===== src/hw/rtl/bmhe_pkg.sv =====
// shared types and constants of the bounded min-heap evicting unit
`default_nettype none
package bmhe_pkg;

	localparam int DEPTH_DEF    = 64;
	localparam int KEY_BITS_DEF = 64;
	localparam int TAG_W        = 32;
	localparam int KEY_W        = 64;
	localparam int OP_W         = 2;
	localparam int CAP_W        = 7;
	localparam int CNT_OUT_W    = 7;
	localparam int CAP_RESET    = 64;

	typedef enum logic [OP_W-1:0] {
		OP_INSERT = 2'd0,
		OP_POP    = 2'd1,
		OP_CLEAR  = 2'd2
	} op_t;

	typedef enum logic [3:0] {
		CMD_NONE,
		CMD_START,
		CMD_RD_ROOT,
		CMD_REJECT,
		CMD_TAKE_ROOT,
		CMD_TAKE_LAST,
		CMD_DN_L,
		CMD_DN_R,
		CMD_DN_C,
		CMD_PUSH,
		CMD_UP_I,
		CMD_UP_C,
		CMD_EMIT
	} dp_cmd_t;

	typedef struct packed {
		dp_cmd_t cmd;
	} ctrl_cmd_t;

	typedef struct packed {
		logic full;
		logic empty;
		logic reject;
		logic dn_leaf;
		logic dn_move;
		logic up_top;
		logic up_move;
		logic out_busy;
	} dp_status_t;

endpackage
`default_nettype wire


===== src/hw/rtl/bmhe_ctrl.sv =====
// heap sequencer: one-hot state machine issuing datapath commands
`default_nettype none
module bmhe_ctrl (
	input  wire logic                      clk,
	input  wire logic                      arst_n,
	input  wire logic                      in_valid,
	output logic                           in_ready,
	input  wire logic [bmhe_pkg::OP_W-1:0] in_op,
	output bmhe_pkg::ctrl_cmd_t            ctl,
	input  wire bmhe_pkg::dp_status_t      sts
);
	import bmhe_pkg::*;

	typedef enum logic [12:0] {
		ST_IDLE     = 13'b0000000000001,
		ST_FULL_RD  = 13'b0000000000010,
		ST_FULL_CHK = 13'b0000000000100,
		ST_POP_RD   = 13'b0000000001000,
		ST_POP_ROOT = 13'b0000000010000,
		ST_POP_LAST = 13'b0000000100000,
		ST_DN_L     = 13'b0000001000000,
		ST_DN_R     = 13'b0000010000000,
		ST_DN_C     = 13'b0000100000000,
		ST_SIFT_END = 13'b0001000000000,
		ST_UP_I     = 13'b0010000000000,
		ST_UP_C     = 13'b0100000000000,
		ST_DONE     = 13'b1000000000000
	} state_t;

	state_t state_q, state_d;
	logic   ins_q, ins_d;

	assign in_ready = state_q == ST_IDLE;

	always_comb begin
		state_d = state_q;
		ins_d   = ins_q;
		ctl.cmd = CMD_NONE;
		case (state_q)
			ST_IDLE: begin
				if (in_valid) begin
					ctl.cmd = CMD_START;
					ins_d   = 1'b0;
					case (in_op)
						OP_INSERT: begin
							ins_d   = 1'b1;
							state_d = sts.full ? ST_FULL_RD : ST_UP_I;
						end
						OP_POP:  state_d = sts.empty ? ST_DONE : ST_POP_RD;
						default: state_d = ST_DONE;
					endcase
				end
			end
			ST_FULL_RD: begin
				ctl.cmd = CMD_RD_ROOT;
				state_d = ST_FULL_CHK;
			end
			ST_FULL_CHK: begin
				if (sts.reject) begin
					ctl.cmd = CMD_REJECT;
					state_d = ST_DONE;
				end else begin
					ctl.cmd = CMD_TAKE_ROOT;
					state_d = ST_POP_LAST;
				end
			end
			ST_POP_RD: begin
				ctl.cmd = CMD_RD_ROOT;
				state_d = ST_POP_ROOT;
			end
			ST_POP_ROOT: begin
				ctl.cmd = CMD_TAKE_ROOT;
				state_d = ST_POP_LAST;
			end
			ST_POP_LAST: begin
				ctl.cmd = CMD_TAKE_LAST;
				state_d = ST_DN_L;
			end
			ST_DN_L: begin
				ctl.cmd = CMD_DN_L;
				state_d = sts.dn_leaf ? ST_SIFT_END : ST_DN_R;
			end
			ST_DN_R: begin
				ctl.cmd = CMD_DN_R;
				state_d = ST_DN_C;
			end
			ST_DN_C: begin
				ctl.cmd = CMD_DN_C;
				state_d = sts.dn_move ? ST_DN_L : ST_SIFT_END;
			end
			ST_SIFT_END: begin
				if (!ins_q) begin
					state_d = ST_DONE;
				end else if (sts.full) begin
					state_d = ST_POP_RD;
				end else begin
					ctl.cmd = CMD_PUSH;
					state_d = ST_UP_I;
				end
			end
			ST_UP_I: begin
				ctl.cmd = CMD_UP_I;
				state_d = sts.up_top ? ST_DONE : ST_UP_C;
			end
			ST_UP_C: begin
				ctl.cmd = CMD_UP_C;
				state_d = sts.up_move ? ST_UP_I : ST_DONE;
			end
			ST_DONE: begin
				if (!sts.out_busy) begin
					ctl.cmd = CMD_EMIT;
					state_d = ST_IDLE;
				end
			end
			default: state_d = ST_IDLE;
		endcase
	end

	always_ff @(posedge clk or negedge arst_n) begin
		if (!arst_n) begin
			state_q <= ST_IDLE;
			ins_q   <= 1'b0;
		end else begin
			state_q <= state_d;
			ins_q   <= ins_d;
		end
	end

	a_emit_free: assert property (@(posedge clk) disable iff (!arst_n)
		ctl.cmd == CMD_EMIT |-> !sts.out_busy)
		else $error("result emitted over a pending item");
	a_start_idle: assert property (@(posedge clk) disable iff (!arst_n)
		ctl.cmd == CMD_START |=> state_q != ST_IDLE)
		else $error("accepted item produced no work");
	a_push_after_sift: assert property (@(posedge clk) disable iff (!arst_n)
		ctl.cmd == CMD_PUSH |-> ins_q)
		else $error("push outside an insert");
endmodule
`default_nettype wire


===== config.mk =====
export PLATFORM = sky130hd
export DESIGN_NAME = bmhe_ctrl
export DESIGN_NICKNAME = d
export VERILOG_FILES = /design/src/hw/rtl/bmhe_pkg.sv /design/src/hw/rtl/bmhe_ctrl.sv
export SDC_FILE = /design/constraint.sdc
export NUM_CORES = 1
export LEC_CHECK = 0
export ABC_CLOCK_PERIOD_IN_PS = 4390
export BUFFER_PORTS_ARGS = -buffer_cell sky130_fd_sc_hd__buf_2
export CAP_MARGIN = 20
export CORE_MARGIN = 2
export CORE_UTILIZATION = 59
export CTS_CLUSTER_DIAMETER = 40
export DETAILED_ROUTE_END_ITERATION = 16
export GPL_TIMING_DRIVEN = 0
export PLACE_DENSITY = 0.81
export SYNTH_ARGS = -nofsm -noshare
export SYNTH_HDL_FRONTEND = slang
export SYNTH_SLANG_ARGS = --single-unit

===== constraint.sdc =====
create_clock -name clk -period 4.39 [get_ports clk]
set_clock_uncertainty 0.15 [all_clocks]
set_input_delay 0.878 -clock clk [delete_from_list [all_inputs] [get_ports clk]]
set_output_delay 0.878 -clock clk [all_outputs]
set_load 0.01 [all_outputs]

==> results of run 1 <==
stage by stage:
stage	setup WS, ns	utilization (%)	hold WS (ns)	instance area [sq um]	std cells
2_1_floorplan	1.75	-	0.331	1060	120
6_report	1.15	70.8	0.314	1210	166
4_1_cts	1.17	70.8	0.330	1210	166
5_1_grt	1.07	70.8	0.338	1210	166
3_3_place_gp	1.52	68.7	0.366	1170	162
3_5_place_dp	1.50	68.7	0.368	1170	162
registers in the layout, indices dropped and copies added, names as in the netlist:
name and flops:
state_q 13, ins_q 1
power by group through the flow:
stage / logic, mW / clock network (mW) / registers, mW
6_report: 0.248 / 0.0988 / 0.170
5_1_grt: 0.272 / 0.104 / 0.172
4_1_cts: 0.247 / 0.0990 / 0.170
3_5_place_dp: 0.244 / 0 / 0.173
3_3_place_gp: 0.243 / 0 / 0.172
2_1_floorplan: 0.194 / 0 / 0.167
worst max-delay path, cell delays in order (launching register included):
cell and delay, ns:
dfrtp_1 0.46, or4_4 0.57, nor3b_2 0.24, nand4_1 0.18, nor2_2 0.21, or4_1 0.14, buf_2 0.12
logic make-up after synthesis:
group           synth area share [%]
simple gates                    43.2
compound gates                  17.4
flops                           33.3
buf+inv                         3.67
xor+xnor                        2.49
cell type report:
class | count | area share (%)
multi-input cells | 100 | 55.1
flip-flops and latches | 14 | 29.1
repair buffers | 17 | 7.03
clock buffers | 4 | 3.00
well taps | 25 | 2.59
plain buffers | 3 | 2.28
inverters | 3 | 0.931
layout by cell type, fill, tap and decap left out, types with 2 or more instances in the layout:
| cell | n |
|---|---|
| nor3_2 | 2 |
| buf_2 | 18 |
| nand2b_1 | 4 |
| nand3_1 | 6 |
| o22ai_1 | 4 |
| a21oi_1 | 5 |
| a211o_1 | 2 |
| clkbuf_4 | 3 |
| nor3_1 | 7 |
| dfrtp_1 | 13 |
| nor2b_1 | 2 |
| a21oi_2 | 2 |
| nor2_1 | 20 |
| xnor2_1 | 2 |
| inv_1 | 3 |
| nand2_1 | 8 |
| buf_6 | 2 |
| or3_1 | 2 |
| a21o_1 | 2 |
| nand4_1 | 3 |
| a221o_1 | 2 |
path summary, 6_finish.rpt:
kind                                            to  slack [ns]  cells past startpoint
max                                         ctl[0]        1.15                      6
min                         state_q[8]$_DFFE_PN0P_        0.31                      1
max reg2reg                state_q[10]$_DFFE_PN0P_        2.31                      6
min reg2reg                      ins_q$_DFFE_PN0P_        0.38                      2
max in group asynchronous   state_q[0]$_DFFE_PN1P_        3.48                      1
min in group clk                 ins_q$_DFFE_PN0P_        0.38                      2
per-layer routing:
layer	part of all wire, %	wire length, microns
met2	49	1140
met4	1.3	31
met1	45	1040
met3	4.7	109
met5	0	0
==> summary.md, run 1 <==
| Metric | Value |
|---|---|
| CP arrival | `2.21 ns` |
| Power share of the sequential group | `32.9%` |
| WS Path Type | `register to output port` |
| Die Ht | `46.3 microns` |
| Post-synthesis sequential area ratio | `33.3%` |
| Die ar. | `0.00215 sq mm` |
| Inserted Clock Buffers | `3` |
| Largest net degree at the start of global routing | `15` |
| Initial DRC count | `42` |
| Logic gate share of total power | `48.0%` |
| Cts repair resizes | `0` |
| Layout fillers | `136` |
| CP max FO | `7` |
| Setup TNS | `0 ns` |
| Int Power | `0.308 mW` |
| Post-detail-place hpwl | `1.74 mm` |
| Clock sink count | `14` |
| Register area | `352 sq um` |
| Mapped Nets | `133` |
| RSZ-0062 raised after global routing | `no` |
| Cell area after synthesis | `0.00106 sq mm` |
| Critical path startpoint | `state_q[1]$_DFFE_PN0P_` |
| Synth Flop Type | `dfrtp_1` |
| Share of cells above drive strength 1 | `31.2%` |
| Grt met1 use | `33.0%` |
| Grt ovf | `0` |
| Root Driver | `clkbuf_4` |
| PD cells | `427 mW/mm^2` |
| Worst slew margin | `73.7%` |
| CTS Buffer Depth | `2` |
| Vias post-DR | `988` |
| Core area | `0.00171 sq mm` |
| Outcome | `complete, no violations` |
| Postcts setup bufs | `0` |
| Vias per Instance | `5.95` |
| Iteration count of the initial detailed-routing pass | `4` |
| Max Fclk | `0.309 GHz` |
| Starting density of the core | `61.9%` |
| Post-synth top cells | `nor2_1 (20), dfrtp_1 (13), nand2_1 (8), nor3_1 (7), nand3_1 (6)` |
| Antenna violations before repair | `0` |
| Crit start category | `register` |
| Placer Congestion | `0.843` |
| Switching pwr | `0.209 mW` |
| Hold-fix buffers, CTS | `0` |
| Asr flop ratio synth | `100%` |
| Period utilization | `73.7%` |
| First-pass GRT wire length | `3.63 mm` |
| Wirelength, routed | `2.32 mm` |
| Required time worst endpoint | `3.36 ns` |
| Clock power frac | `19.1%` |
| Grt met3 use | `3.53%` |
| Biggest area consumer among synthesized cells | `dfrtp_1` |
| Syn Area/Cell | `8.81 sq um` |
| Min cycle time layout | `3.24 ns` |
| Final slew viol count | `0` |
| Synth Register Bits | `14` |
| Synth top area cells | `dfrtp_1 (31%), nor2_1 (7.1%), nor3_1 (3.3%), nand3_1 (2.8%), nand2_1 (2.8%)` |
| Worst vdd ir | `0.340 mV` |
| Ant. Diodes | `0` |
| DRC errors left | `0` |
| EDFF count, synth | `0` |
| CP Capture Type | `output port` |
| Clock Latency Late Sink | `0.29 ns` |
| Fin. Hold Viols | `0` |
| Area Overhead vs Synth | `14.4%` |
| Net Sw Frac | `40.4%` |
| Routed length per instance | `14.0 microns` |
| Area of the multi-input gates | `667 sq um` |
| TritonCTS clock tree | `built` |
| Setup violators final | `0` |
| Post-synthesis cell type count | `48` |
| GR peak layer | `met2` |
| RR Startpoint | `state_q[1]$_DFFE_PN0P_` |
| Top Ports | `18` |
| H-tree levels | `1` |
| Synth top area share | `30.8%` |
| Die span in x | `46.3 microns` |
| Maxcap violations | `0` |
| DRT antenna net count | `0` |
| Lkg Pwr | `0.581 nW` |
| I/O Buffers | `17` |
| All-Layer GR Usage | `24.1%` |
| Power Total | `0.516 mW` |
| Cell with the most instances after synthesis | `nor2_1` |
| Reg clk slew, reported paths | `0.10 ns` |
| Measured slew at the worst slew-check pin | `0.390 ns` |
| Vias in the first global route | `833` |
| Cells after Synth | `120` |
| Met2 usage | `38.3%` |
| Row count | `15` |
| YS warnings | `0` |
| HP Class | `input pin to asynchronous set/reset pin` |
| Layout Nets | `155` |
(Power assumes the default switching activity.)
==> run 2: changes to the inputs <==
--- a/config.mk
+++ b/config.mk
@@ -5,15 +5,16 @@
 export SDC_FILE = /design/constraint.sdc
 export NUM_CORES = 1
 export LEC_CHECK = 0
-export ABC_CLOCK_PERIOD_IN_PS = 4390
+export ABC_AREA = 1
+export ABC_CLOCK_PERIOD_IN_PS = 3400
 export BUFFER_PORTS_ARGS = -buffer_cell sky130_fd_sc_hd__buf_2
 export CAP_MARGIN = 20
 export CORE_MARGIN = 2
-export CORE_UTILIZATION = 59
+export CORE_UTILIZATION = 54
 export CTS_CLUSTER_DIAMETER = 40
 export DETAILED_ROUTE_END_ITERATION = 16
 export GPL_TIMING_DRIVEN = 0
-export PLACE_DENSITY = 0.81
+export PLACE_DENSITY = 0.76
 export SYNTH_ARGS = -nofsm -noshare
 export SYNTH_HDL_FRONTEND = slang
 export SYNTH_SLANG_ARGS = --single-unit
==> constraint.sdc (replaced) <==
create_clock -name clk -period 3.4 [get_ports clk]
set_clock_uncertainty 0.15 [all_clocks]
set_input_delay 0.68 -clock clk [delete_from_list [all_inputs] [get_ports clk]]
set_output_delay 0.68 -clock clk [all_outputs]
set_load 0.01 [all_outputs]
==> summary.md, run 2 <==
| Metric | Value |
|---|---|
| Outcome | `complete, no violations (unchanged)` |
| Top Ports | `18 (unchanged)` |
| Vias per Instance | `4.85 (was 5.95)` |
| Worst r2r dst | `state_q[10]$_DFFE_PN0P_ (unchanged)` |
| Synth top area cells | `dfrtp_1 (33%), nand2_1 (11%), nor2_1 (11%), inv_1 (10%), nand3_1 (6.0%) (was dfrtp_1 (31%), nor2_1 (7.1%), nor3_1 (3.3%), nand3_1 (2.8%), nand2_1 (2.8%))` |
| Synth Flop Type | `dfrtp_1 (unchanged)` |
| Die Ht | `47.0 microns (was 46.3 microns)` |
| RR Startpoint | `state_q[0]$_DFFE_PN1P_ (was state_q[1]$_DFFE_PN0P_)` |
| Synth Register Bits | `14 (unchanged)` |
| Crit start category | `register (unchanged)` |
| Largest Register | `state_q (unchanged)` |
| Row count | `15 (unchanged)` |
| Root Driver | `clkbuf_4 (unchanged)` |
| Critical Path End | `ctl[0] (unchanged)` |
| All-Layer GR Usage | `21.6% (was 24.1%)` |
| Worst Hold Slack | `0.125 ns (was 0.314 ns)` |
| Register area | `352 sq um (unchanged)` |
| Postcts setup bufs | `0 (unchanged)` |
| Area of the multi-input gates | `520 sq um (was 667 sq um)` |
| Fin. Hold Viols | `0 (unchanged)` |
| WS Path Type | `register to output port (unchanged)` |
| Asr flop ratio synth | `100% (unchanged)` |
| Cells after Synth | `152 (was 120)` |
| Maxcap violations | `0 (unchanged)` |
| Cts repair resizes | `0 (unchanged)` |
| Biggest area consumer among synthesized cells | `dfrtp_1 (unchanged)` |
| FF-to-FF setup slack | `1.69 ns (was 2.31 ns)` |
| Worst vdd ir | `0.317 mV (was 0.340 mV)` |
| Post-detail-place hpwl | `1.62 mm (was 1.74 mm)` |
| EDFF count, synth | `0 (unchanged)` |
| Mapped Nets | `165 (was 133)` |
| CP arrival | `1.78 ns (was 2.21 ns)` |
| Grt ovf | `0 (unchanged)` |
| Routed length per instance | `9.96 microns (was 14.0 microns)` |
| Placer Congestion | `0.880 (was 0.843)` |
| Placed insts | `194 (was 162)` |
| Antenna violations before repair | `0 (unchanged)` |
| Die ar. | `0.00221 sq mm (was 0.00215 sq mm)` |
| Layout Nets | `187 (was 155)` |
| Cell area after synthesis | `1000 sq um (was 0.00106 sq mm)` |
| R2R depth | `11 (was 6)` |
| Max reg flops | `13 (unchanged)` |
| Setup TNS | `0 ns (unchanged)` |
| Worst-path cell chain | `nor2_1 -> nand3_1 -> inv_2 -> buf_4 -> nand2_2 -> o211a_1 -> nand4_1 -> buf_2 (was or4_4 -> nor3b_2 -> nand4_1 -> nor2_2 -> or4_1 -> buf_2)` |
| Worst slew margin | `78.7% (was 73.7%)` |
| DRT antenna net count | `0 (unchanged)` |
| Die span in x | `47.0 microns (was 46.3 microns)` |
| Vias in the first global route | `854 (was 833)` |
| Initial DRC count | `16 (was 42)` |
| Most frequent cells in the layout | `nor2_1 (29), nand2_1 (29), inv_1 (27) (was nor2_1 (20), buf_2 (18), dfrtp_1 (13))` |
| TritonCTS clock tree | `built (unchanged)` |
| Critical path startpoint | `state_q[10]$_DFFE_PN0P_ (was state_q[1]$_DFFE_PN0P_)` |
| HP Class | `input pin to asynchronous set/reset pin (unchanged)` |
| Layout fillers | `169 (was 136)` |
| Inserted Clock Buffers | `3 (unchanged)` |
| Starting density of the core | `57.9% (was 61.9%)` |
| Top flop regs | `state_q: 13 flops, ins_q: 1 flops (unchanged)` |
| Share of cells above drive strength 1 | `24.3% (was 31.2%)` |
| Period utilization | `76.7%` |
| CP Capture Type | `output port (unchanged)` |
| Post-synthesis sequential area ratio | `35.2% (was 33.3%)` |
| Max Fclk | `0.383 GHz` |
| Clock Latency Late Sink | `0.28 ns (was 0.29 ns)` |
| Setup violators final | `0 (unchanged)` |
| Lkg Pwr | `0.675 nW (was 0.581 nW)` |
| H-tree levels | `1 (unchanged)` |
| Reg clk slew, reported paths | `0.09 ns (was 0.10 ns)` |
| Post-synth top cells | `nand2_1 (29), nor2_1 (29), inv_1 (27), dfrtp_1 (13), nand3_1 (12) (was nor2_1 (20), dfrtp_1 (13), nand2_1 (8), nor3_1 (7), nand3_1 (6))` |
| CP max stage cell | `dfrtp_1 (was or4_4)` |
| RSZ-0062 raised after global routing | `no (unchanged)` |
| Area Overhead vs Synth | `15.3% (was 14.4%)` |
| First-pass GRT wire length | `3.33 mm (was 3.63 mm)` |
| CP max FO | `10 (was 7)` |
| Max incr delay on CP | `0.41 ns (was 0.57 ns)` |
| Post-synthesis cell type count | `23 (was 48)` |
| Syn Area/Cell | `6.58 sq um (was 8.81 sq um)` |
| Iteration count of the initial detailed-routing pass | `4 (unchanged)` |
| CTS Buffer Depth | `2 (unchanged)` |
| Synth top area share | `32.5% (was 30.8%)` |
| Wirelength, routed | `1.97 mm (was 2.32 mm)` |
| Core area | `0.00173 sq mm (was 0.00171 sq mm)` |
| DRC errors left | `0 (unchanged)` |
| I/O Buffers | `17 (unchanged)` |
| YS warnings | `0 (unchanged)` |
| Layout Cells excl Fill | `198 (was 166)` |
| PD cells | `544 mW/mm^2 (was 427 mW/mm^2)` |
| Setup ws final | `0.791 ns (was 1.15 ns)` |
| Final slew viol count | `0 (unchanged)` |
| Vias post-DR | `960 (was 988)` |
| Post-placement setup slack | `1.12 ns (was 1.50 ns)` |
| Hold-fix buffers, CTS | `0 (unchanged)` |
| Required time worst endpoint | `2.57 ns (was 3.36 ns)` |
| Largest net degree at the start of global routing | `15 (unchanged)` |
| Min cycle time layout | `2.61 ns` |
| Ant. Diodes | `0 (unchanged)` |
| Measured slew at the worst slew-check pin | `0.320 ns (was 0.390 ns)` |
| Clock sink count | `14 (unchanged)` |
[run 2: worst min path at each step]
stage | slack, ns | to | start | cells after the start
after floorplan | 0.23 | ins_q$_DFFE_PN0P_ | arst_n | 0
after global placement | 0.41 | ins_q$_DFFE_PN0P_ | ins_q$_DFFE_PN0P_ | 2
after detailed placement | 0.40 | ins_q$_DFFE_PN0P_ | ins_q$_DFFE_PN0P_ | 2
after CTS | 0.14 | state_q[10]$_DFFE_PN0P_ | arst_n | 1
after global routing | 0.13 | state_q[11]$_DFFE_PN0P_ | arst_n | 1
final | 0.13 | state_q[10]$_DFFE_PN0P_ | arst_n | 1
[run 2: critical path: cells and delay by family, from the launching register on]
family | cells | cell delay (ns)
AND/OR/NAND/NOR | 4 | 0.49
flip-flops | 1 | 0.41
buffers and inverters | 3 | 0.36
AO/OA/AOI/OAI | 1 | 0.24
[run 2: area by class of cell]
cell class | count | area share, %
Multi-Input combinational cell | 105 | 45.2
Timing Repair Buffer | 17 | 7.38
Sequential cell | 14 | 30.5
Clock buffer | 4 | 3.15
Buffer | 1 | 0.651
Inverter | 32 | 10.4
Tap cell | 25 | 2.71
[run 2: layer usage]
metal | part of all wire, % | vias up | track usage, %
li1 | - | 515 | -
met1 | 50 | 425 | 28.0
met2 | 45 | 16 | 34.2
met3 | 3.9 | 4 | 4.62
met4 | 1.5 | 0 | 10.0
met5 | 0 | - | 0
[run 2: report_power, final]
group	internal, mW	switching [mW]	total [mW]
Sequential	0.190	0.0138	0.204
Combinational	0.101	0.200	0.301
Clock	0.0652	0.0572	0.122
[run 2: through the flow]
stage / cell area (sq um) / util [%] / power (mW)
after detailed placement: 1120 / 64.6 / 0.508
after global placement: 1120 / 64.6 / 0.503
after floorplan: 1000 / - / 0.437
after CTS: 1150 / 66.7 / 0.629
after global routing: 1150 / 66.7 / 0.680
final: 1150 / 66.7 / 0.627
[run 2: kinds of logic after synthesis]
kind of cell | synth area share (%)
AND/OR/NAND/NOR | 44.4
buffers and inverters | 12.8
flip-flops | 35.2
AO/OA/AOI/OAI | 7.64
